$ cat src/hw/rtl/tmcs_pkg.sv
// Shared types and constants for the trimmed mean channel scanner.
`default_nettype none
package tmcs_pkg;

	localparam int SAMPLE_W   = 12;
	localparam int CHAN_W     = 5;
	localparam int SLOT_W     = 2;
	localparam int CFG_IDX_W  = 2;
	localparam int SAMPLE_MAX = 4095;

	typedef logic [SAMPLE_W-1:0]  sample_t;
	typedef logic [CHAN_W-1:0]    chan_t;
	typedef logic [SLOT_W-1:0]    slot_t;
	typedef logic [CFG_IDX_W-1:0] cfg_idx_t;

	// Slot codes; the scan runs 0, 1, 2 and wraps.
	localparam slot_t SLOT_0    = 2'd0;
	localparam slot_t SLOT_1    = 2'd1;
	localparam slot_t SLOT_2    = 2'd2;
	localparam slot_t SLOT_LAST = SLOT_2;

	// Configuration register indexes.
	localparam cfg_idx_t REG_CHAN_SLOT0 = 2'd0;
	localparam cfg_idx_t REG_CHAN_SLOT1 = 2'd1;
	localparam cfg_idx_t REG_CHAN_SLOT2 = 2'd2;

	// Channel assignments after reset.
	localparam chan_t CHAN_SLOT0_RST = 5'd1;
	localparam chan_t CHAN_SLOT1_RST = 5'd4;
	localparam chan_t CHAN_SLOT2_RST = 5'd5;

	// Window status from the accumulator for the sample being stepped.
	typedef struct packed {
		logic    last;
		sample_t average;
	} tmcs_win_t;

endpackage : tmcs_pkg
`default_nettype wire

$ cat src/hw/rtl/tmcs_accum.sv
// Window accumulator: settle count, running extremes, running sum and trimmed mean.
`default_nettype none
module tmcs_accum #(
	parameter int SETTLE      = 2,
	parameter int WINDOW_LOG2 = 4
) (
	input  wire                  clk,
	input  wire                  arst_n,
	input  wire                  step,
	input  tmcs_pkg::sample_t    sample,
	output tmcs_pkg::tmcs_win_t  win
);
	import tmcs_pkg::*;

	localparam int LAST_COUNT = SETTLE + (2 ** WINDOW_LOG2) + 2;
	localparam int CNT_W      = $clog2(LAST_COUNT + 1);
	localparam int SUM_W      = $clog2(((2 ** WINDOW_LOG2) + 2) * SAMPLE_MAX + 1);

	logic [CNT_W-1:0] count_q;
	logic [CNT_W-1:0] count_inc;
	sample_t          max_q;
	sample_t          min_q;
	logic [SUM_W-1:0] sum_q;

	logic             settling;
	sample_t          max_new;
	sample_t          min_new;
	logic [SUM_W-1:0] sum_new;
	logic [SUM_W-1:0] trimmed;

	always_comb begin
		count_inc = count_q + CNT_W'(1);
		settling  = (count_inc <= CNT_W'(SETTLE));
		max_new   = (sample > max_q) ? sample : max_q;
		min_new   = (sample < min_q) ? sample : min_q;
		sum_new   = sum_q + SUM_W'(sample);
		trimmed   = sum_new - SUM_W'(min_new) - SUM_W'(max_new);
		win.last    = !settling && (count_inc == CNT_W'(LAST_COUNT));
		win.average = trimmed[WINDOW_LOG2 +: SAMPLE_W];
	end

	always_ff @(posedge clk or negedge arst_n) begin
		if (!arst_n) begin
			count_q <= '0;
			max_q   <= '0;
			min_q   <= SAMPLE_W'(SAMPLE_MAX);
			sum_q   <= '0;
		end else if (step) begin
			if (win.last) begin
				count_q <= '0;
				max_q   <= '0;
				min_q   <= SAMPLE_W'(SAMPLE_MAX);
				sum_q   <= '0;
			end else if (settling) begin
				count_q <= count_inc;
			end else begin
				count_q <= count_inc;
				max_q   <= max_new;
				min_q   <= min_new;
				sum_q   <= sum_new;
			end
		end
	end

endmodule : tmcs_accum
`default_nettype wire

$ cat src/hw/rtl/trimmed_mean_channel_scan_core.sv
// Trimmed mean channel scanner top level: handshakes, slot sequencing, config and result register.
// A closing request is held in the input stage; its result then loads into the output register.
// Throughput: one sample request per cycle, sustained; one result per SETTLE + 2**WINDOW_LOG2 + 2
// samples. The input is held back only when a finished result is still waiting in the output
// register and the staged sample would close another window.
// Reset (arst_n low, asynchronous): window cleared, slot 0, channel registers 1, 4 and 5.
`default_nettype none
module trimmed_mean_channel_scan_core #(
	parameter int SETTLE      = 2,
	parameter int WINDOW_LOG2 = 4
) (
	input  wire                  clk,
	input  wire                  arst_n,
	input  wire                  in_valid,
	output logic                 in_ready,
	input  tmcs_pkg::sample_t    sample,
	output logic                 out_valid,
	input  wire                  out_ready,
	output tmcs_pkg::slot_t      slot,
	output tmcs_pkg::sample_t    average,
	output tmcs_pkg::chan_t      next_channel,
	input  wire                  cfg_wen,
	input  tmcs_pkg::cfg_idx_t   cfg_index,
	input  tmcs_pkg::chan_t      cfg_data
);
	import tmcs_pkg::*;

	// Input stage: one sample request is registered here before it reaches the accumulator.
	logic      valid_s1;
	sample_t   sample_s1;

	// Scan state and channel registers.
	slot_t     slot_q;
	slot_t     slot_next;
	chan_t     chan0_q;
	chan_t     chan1_q;
	chan_t     chan2_q;
	chan_t     chan_next;

	// Output register.
	logic      out_valid_q;
	slot_t     out_slot_q;
	sample_t   average_q;
	chan_t     next_channel_q;

	tmcs_win_t win;
	logic      out_free;
	logic      s1_advance;
	logic      result_load;

	// The staged sample moves on unless it closes a window while the previous
	// result has not yet been taken; samples inside a window never wait.
	assign out_free    = !out_valid_q || out_ready;
	assign s1_advance  = valid_s1 && (!win.last || out_free);
	assign result_load = s1_advance && win.last;
	assign in_ready    = !valid_s1 || s1_advance;

	always_ff @(posedge clk or negedge arst_n) begin
		if (!arst_n) begin
			valid_s1 <= 1'b0;
		end else if (in_ready) begin
			valid_s1 <= in_valid;
		end
	end

	always_ff @(posedge clk) begin
		if (in_valid && in_ready) begin
			sample_s1 <= sample;
		end
	end

	tmcs_accum #(
		.SETTLE      (SETTLE),
		.WINDOW_LOG2 (WINDOW_LOG2)
	) u_accum (
		.clk    (clk),
		.arst_n (arst_n),
		.step   (s1_advance),
		.sample (sample_s1),
		.win    (win)
	);

	// The slot wraps after the last one; the channel sent out with a result is
	// the one programmed for the slot that comes next.
	always_comb begin
		slot_next = (slot_q == SLOT_LAST) ? SLOT_0 : slot_q + SLOT_W'(1);
		case (slot_next)
			SLOT_0:  chan_next = chan0_q;
			SLOT_1:  chan_next = chan1_q;
			SLOT_2:  chan_next = chan2_q;
			default: chan_next = chan0_q;
		endcase
	end

	always_ff @(posedge clk or negedge arst_n) begin
		if (!arst_n) begin
			slot_q <= SLOT_0;
		end else if (result_load) begin
			slot_q <= slot_next;
		end
	end

	// Channel registers. A write to an index past the list is dropped.
	always_ff @(posedge clk or negedge arst_n) begin
		if (!arst_n) begin
			chan0_q <= CHAN_SLOT0_RST;
			chan1_q <= CHAN_SLOT1_RST;
			chan2_q <= CHAN_SLOT2_RST;
		end else if (cfg_wen) begin
			case (cfg_index)
				REG_CHAN_SLOT0: chan0_q <= cfg_data;
				REG_CHAN_SLOT1: chan1_q <= cfg_data;
				REG_CHAN_SLOT2: chan2_q <= cfg_data;
				default: ;
			endcase
		end
	end

	// Output register: loaded when a window closes, released when taken.
	always_ff @(posedge clk or negedge arst_n) begin
		if (!arst_n) begin
			out_valid_q <= 1'b0;
		end else if (result_load) begin
			out_valid_q <= 1'b1;
		end else if (out_ready) begin
			out_valid_q <= 1'b0;
		end
	end

	always_ff @(posedge clk) begin
		if (result_load) begin
			out_slot_q     <= slot_q;
			average_q      <= win.average;
			next_channel_q <= chan_next;
		end
	end

	assign out_valid    = out_valid_q;
	assign slot         = out_slot_q;
	assign average      = average_q;
	assign next_channel = next_channel_q;

	// A new result only ever appears straight after a window-closing step.
	a_result_follows_step: assert property (@(posedge clk) disable iff (!arst_n)
		$rose(out_valid_q) |-> $past(result_load))
		else $error("result appeared without a closing sample");

	// The slot changes only together with a result being produced.
	a_slot_moves_with_result: assert property (@(posedge clk) disable iff (!arst_n)
		(slot_q != $past(slot_q)) |-> $past(result_load))
		else $error("slot advanced without a result");

	// A closing sample must not overwrite a result that is still waiting.
	a_no_overwrite: assert property (@(posedge clk) disable iff (!arst_n)
		(out_valid_q && !out_ready && valid_s1 && win.last) |-> (!in_ready && !s1_advance))
		else $error("pending result would be overwritten");

	// The slot never leaves the three-slot scan.
	a_slot_range: assert property (@(posedge clk) disable iff (!arst_n)
		(slot_q <= SLOT_LAST))
		else $error("slot out of range");

endmodule : trimmed_mean_channel_scan_core
`default_nettype wire
$ cat config.mk
export PLATFORM = sky130hd
export DESIGN_NAME = trimmed_mean_channel_scan_core
export DESIGN_NICKNAME = d
export VERILOG_FILES = /design/src/hw/rtl/tmcs_pkg.sv /design/src/hw/rtl/tmcs_accum.sv /design/src/hw/rtl/trimmed_mean_channel_scan_core.sv
export SDC_FILE = /design/constraint.sdc
export NUM_CORES = 1
export LEC_CHECK = 0
export BUFFER_PORTS_ARGS = -buffer_cell sky130_fd_sc_hd__buf_2
export CORE_MARGIN = 2
export CORE_UTILIZATION = 29
export CTS_BUF_LIST = sky130_fd_sc_hd__clkbuf_16
export DETAILED_ROUTE_END_ITERATION = 12
export GPL_TIMING_DRIVEN = 1
export HOLD_SLACK_MARGIN = 0.05
export SLEW_MARGIN = 20
export SYNTH_ARGS = -nofsm -noshare
export SYNTH_HDL_FRONTEND = slang
export SYNTH_SLANG_ARGS = --single-unit
$ cat constraint.sdc
create_clock -name clk -period 5.22 [get_ports clk]
set_input_delay 0.783 -clock clk [delete_from_list [all_inputs] [get_ports clk]]
set_output_delay 0.783 -clock clk [all_outputs]
set_load 0.02 [all_outputs]
* Word-level counts from Yosys, hierarchy flattened
Index checks and enable logic that the tools add are counted.
** Word-level totals
- Register bits :: 96
- Bits of input ports :: 24
- Output and inout bits :: 21
** Operators by class
- Equality and inequality tests :: 7
- $lt $le $gt $ge :: 3
- Add/subtract/negate cells :: 5
- Reductions and logical operators :: 17
- Multiplexer cells :: 13
** Operators with widths (number)
- two-way mux 12 bit :: 6
- two-way mux 17 bit :: 2
- subtractor 16 x 12 -> 16 bit :: 2
- adder 17 x 12 -> 17 bit :: 1
- greater-than comparator 12 bit :: 1
- < comparator 12 bit :: 1
- case mux 5 bit (2 select lines) :: 1
- AND reduction 2 bit :: 4
- == test 2 bit, second input constant :: 3
- adder 5 x 1 -> 5 bit, second input constant :: 1
- == test 5 bit, second input constant :: 1
- less-or-equal comparator 5 x 2 -> 1 bit, second input constant :: 1
- two-way mux 5 bit :: 1
- == test 2 x 1 -> 1 bit, second input constant :: 2
- logical AND 1 bit :: 4
- zero test 1 bit :: 4
- logical OR 1 bit :: 3
- adder 2 x 1 -> 2 bit, second input constant :: 1
- zero test 2 bit :: 1
- two-way mux 1 bit :: 2
- two-way mux 2 bit :: 1
- inequality test 2 bit, second input constant :: 1
- nonzero test 2 bit :: 1

* Depth between registers and ports, before layout
- Depth in word-level cells :: 9
- Depth in mapped cells :: 20
- Depth with buffers taken out :: 19

* Hierarchy
From an unflattened synthesis, not the netlist that was laid out.
** Second synthesis, totals
- Cells, all modules :: 575
- Area total of the unflattened synthesis :: 6073.3 um2
** By module, submodules not included
- tmcs_accum :: sequential area each 1141.1 um2, instances 1, cells each 478, area an instance 4271.6 um2
- trimmed_mean_channel_scan_core :: sequential area each 1411.4 um2, instances 1, cells each 97, area an instance 1801.7 um2

* Least setup slack after synthesis
OpenSTA, ideal clock, no wires.
- Path kind :: reg-to-reg
- Start :: register sample_s1[9]
- End :: register average_q[11], in the netlist average[11] (data pin)
- Clock period less this slack :: 4.524 ns
- Stages on the path, launching flop included :: 18
- Arrival :: 4.264 ns
- Setup slack :: 0.696 ns
- Cells stage by stage :: edfxtp_1 > ha_1 > a21o_1 > a21o_1 > a21oi_1 > nand2_1 > o21ai_2 > buf_2 > mux2i_1 > fa_1 > ha_1 > a211oi_1 > nor2_1 > nor4b_2 > o211ai_1 > a2111oi_2 > nand2_1 > xor2_1
** Between the ends
- Word-level cells in the longest chain between the ends :: 4
- Elaborated cells between the ends (all ways) :: 7
- Those cells by class :: add/sub (3); order compare (2); mux (2)
** RTL lines
- from (decl) :: line trimmed_mean_channel_scan_core.sv:30 : sample_t sample_s1;
- from (signal assigned) :: line trimmed_mean_channel_scan_core.sv:68 : sample_s1 <= sample;
- < comparator 12 bit :: line tmcs_accum.sv:35 : min_new = (sample < min_q) ? sample : min_q;
- two-way mux 12 bit :: line tmcs_accum.sv:35
- subtractor 16 x 12 -> 16 bit :: line tmcs_accum.sv:37 : trimmed = sum_new - SUM_W'(min_new) - SUM_W'(max_new);
- subtractor 16 x 12 -> 16 bit * :: line tmcs_accum.sv:37
- net u_accum.trimmed[15] :: line tmcs_accum.sv:29 : logic [SUM_W-1:0] trimmed;
- to (signal assigned) :: line trimmed_mean_channel_scan_core.sv:133 : average_q <= win.average;
- to (decl) :: line trimmed_mean_channel_scan_core.sv:43 : sample_t average_q;
Mark *: on every way through the listed nets, which the timed path passes. The rest lies on a longest branch.
A chain may end at the register's enable or synchronous reset.

* Worst setup path in the final report
- Start :: register sample_s1[1]
- End :: register average_q[11], in the netlist average[11] (data pin)
Same word-level chain as after synthesis.

==> impl_metrics.yaml <==
sta:
  finalSetupViolCount: 0
  max_freq_mhz: 214
  slew_viol_final: 0
  fin_skew_ns: 0.00681
  fin_crit_sh_pct: 89.5
  timing_hold_violations_final: 0
  period_needed_ns: 4.67
  setup_tns_ns: 0
  timing.slew.headroom_pct: 38.5
  tightest_slew_ns: 0.919
  rsz0062_at_grt: "no"
yosys:
  ys.flop_type: "dfrtp_1"
  synthCells: 560
  ys_types: 62
  syn_area_um2: 5920
  yosysWarnings: 0
  async_flop_share_pct: 67.4
  ys_seq_area_share_pct: 43.1
  syn_nets: 647
  synth_seq_cells: 95
  syn_area_per_cell_um2: 10.6
  synth_edf_count: 31
clocking:
  clock_latency_ns: 0.35
  cts_root_buf: "clkbuf_16"
  cts-resized-gates: 0
  cts_htree_levels: 3
  post-cts-setup-buffers: 0
  clk_path_buf_depth: 2
  cts-buffers-inserted: 9
  cts_sinks: 95
  cts_tree: "built"
  clk_pin_slew_ns: 0.06
  ctsHoldBuffers: 0
global_routing:
  overflow: 0
  gr-usage-all-layers_pct: 12.5
  grt_max_degree: 65
  antenna_found_initial: 0
  grt_pass1_vias: 4187
  grt_pass1_wl_um: 21400
die:
  row_count: 52
  initial_core_util_pct: 29.4
  die_w_um: 147
  core_um2: 20100
  io_pins: 45
  die_h_um: 147
  fp.dieArea_um2: 21600
drt:
  first_iter_violations: 195
  viasPerCell: 4.86
  routed_wl_um: 12900
  drc: 0
  num_vias: 4249
  ant_nets: 0
  avgRoutedWirePerCell_um: 14.7
  drtPass1Iterations: 4
worst_hold_path:
  min_path_type: "reg -> reg"
critical_path:
  critical_path.startpoint: "sample_s1[1]"
  rrSetupSlack_ns: 0.55
  max_stage_delay_ns: 0.51
  cp-start-kind: "flip-flop"
  end_kind: "flip-flop"
  cp_slowest_cell: "edfxtp_1"
  cp.arrival_ns: 4.77
  worstSetupPathType: "reg -> reg"
  crit_buf_inv: 1
  r2r_end: "average[11]"
  reg2reg_from: "sample_s1[1]"
  crit_end: "average[11]"
  crit_chain: "ha_1, nor2b_1, o21a_1, o21ai_0, a21oi_1, o21ai_2, buf_4, mux2i_1, fa_1, ha_1, nand3_1, nand2_1, nor4b_2, o211ai_1, a2111oi_2, nand2_1, xor2_1"
  cp_top_family: "compound AO/OA/AOI/OAI gates"
  cp_max_fo: 9
  crit_required_ns: 5.32
  reg2reg_depth: 17
  cp.depth: 17
finish:
  finalNetCount: 686
  diodes: 0
  final_cell_mix: "ha_1, nand2_1, dfrtp_1"
  nFillCells: 2055
  design_area_um2: 6710
  final_layout_size_suffix_gt1_share_pct: 17.1
  area_growth_pct: 13.4
  layout_commonest_cell: "ha_1"
placed_design:
  gp_congestion: 0.879
  dp_hpwl_um: 9620
  placement.cell_area_um2: 6400
  portBuffers: 44
status:
  run_status: "finished clean"
run:
  maxCapViolCount: 0
-- worst register-to-register path, stage by stage (launching register included) --
cell       delay (ns)
edfxtp_1         0.51
ha_1             0.35
nor2b_1          0.13
o21a_1           0.16
o21ai_0          0.19
a21oi_1          0.13
o21ai_2          0.21
buf_4            0.21
mux2i_1          0.25
fa_1             0.45
ha_1             0.36
nand3_1          0.10
nand2_1          0.13
nor4b_2          0.34
o211ai_1         0.21
a2111oi_2        0.42
nand2_1          0.12
xor2_1           0.15
-- kinds of logic (layout without fill, tap and decap cells) --
| group | after synthesis | in the layout | synth area share (%) |
|---|---|---|---|
| AOI/OAI and AO/OA | 155 | 155 | 17.6 |
| adders and majority gates | 63 | 63 | 14.7 |
| DFF | 95 | 95 | 43.1 |
| and+or+nand+nor | 134 | 134 | 11.1 |
| muxes | 32 | 32 | 5.73 |
| buffers and inverters | 57 | 101 | 4.16 |
| xor gates and xnor gates | 24 | 24 | 3.55 |
-- final cells by class --
| class | count | area, µm² | share of cell area [%] |
|---|---|---|---|
| Tap cell | 270 | 338 | 5.03 |
| Inverter | 37 | 139 | 2.07 |
| Sequential cell | 95 | 2550 | 38.0 |
| Clock buffer | 9 | 225 | 3.35 |
| Clock inverter | 7 | 88.8 | 1.32 |
| Timing Repair Buffer | 48 | 250 | 3.73 |
| Multi-Input combinational cell | 408 | 3120 | 46.5 |
-- sequential cells by signal, summed over array words and instances, names as in the netlist --
| register | count |
|---|---|
| chan1_q | 5 |
| u_accum.sum_q | 16 |
| average | 12 |
| chan0_q | 5 |
| slot_q | 2 |
| slot | 2 |
| out_valid | 1 |
| chan2_q | 5 |
| u_accum.max_q | 12 |
| sample_s1 | 12 |
| valid_s1 | 1 |
| u_accum.count_q | 5 |
| next_channel | 5 |
| u_accum.min_q | 12 |
-- how the worst min path moves through the flow --
stage                     startpoint                to  cells after the start
floorplan                  slot_q[0]           slot[0]                      0
global placement    u_accum.sum_q[5]  u_accum.sum_q[5]                      2
detailed placement  u_accum.sum_q[5]  u_accum.sum_q[5]                      2
CTS                 u_accum.sum_q[5]  u_accum.sum_q[5]                      2
global route        u_accum.sum_q[4]  u_accum.sum_q[4]                      2
finish              u_accum.sum_q[4]  u_accum.sum_q[4]                      2
-- layer usage --
metal / wire (µm) / vias up / global-route usage, % / part of all wire [%]
met5: 0 / - / 0 / 0
met4: 202 / 0 / 4.47 / 1.6
met3: 475 / 15 / 2.61 / 3.7
met2: 6140 / 72 / 20.6 / 48
met1: 6040 / 2054 / 16.4 / 47
li1: - / 2108 / - / -
-- Yosys cell counts (8+ instances only) --
cell      count  share of area, %
xor2_1        9               1.3
xnor2_1      15               2.2
buf_2         8              0.68
nand2_1      49               3.1
nor2_1       28               1.8
a21o_1       13               1.6
clkbuf_1      8              0.51
o21ai_0      32               2.7
a22o_1       15               2.2
dfrtp_1      48                20
mux2i_1      17               2.9
nand3_1      11              0.93
ha_1         52                11
a21oi_1      40               3.4
edfxtp_1     31                16
mux2_2       15               2.9
dfstp_2      16               7.1
nand2b_1      9              0.95
inv_1        37               2.3
o22a_1       12               1.8
fa_1         11               3.7
-- metrics by stage --
step	cells	setup slack (ns)	util, %	hold WS [ns]
floorplan	560	0.696	-	0.423
global placement	858	0.689	31.8	0.474
detailed placement	858	0.561	31.8	0.479
CTS	874	0.542	33.4	0.494
global route	874	0.242	33.4	0.520
finish	874	0.549	33.4	0.489
Power is not shown: default switching activity piles up to over one toggle a cycle in this logic, so the estimate is an artifact.
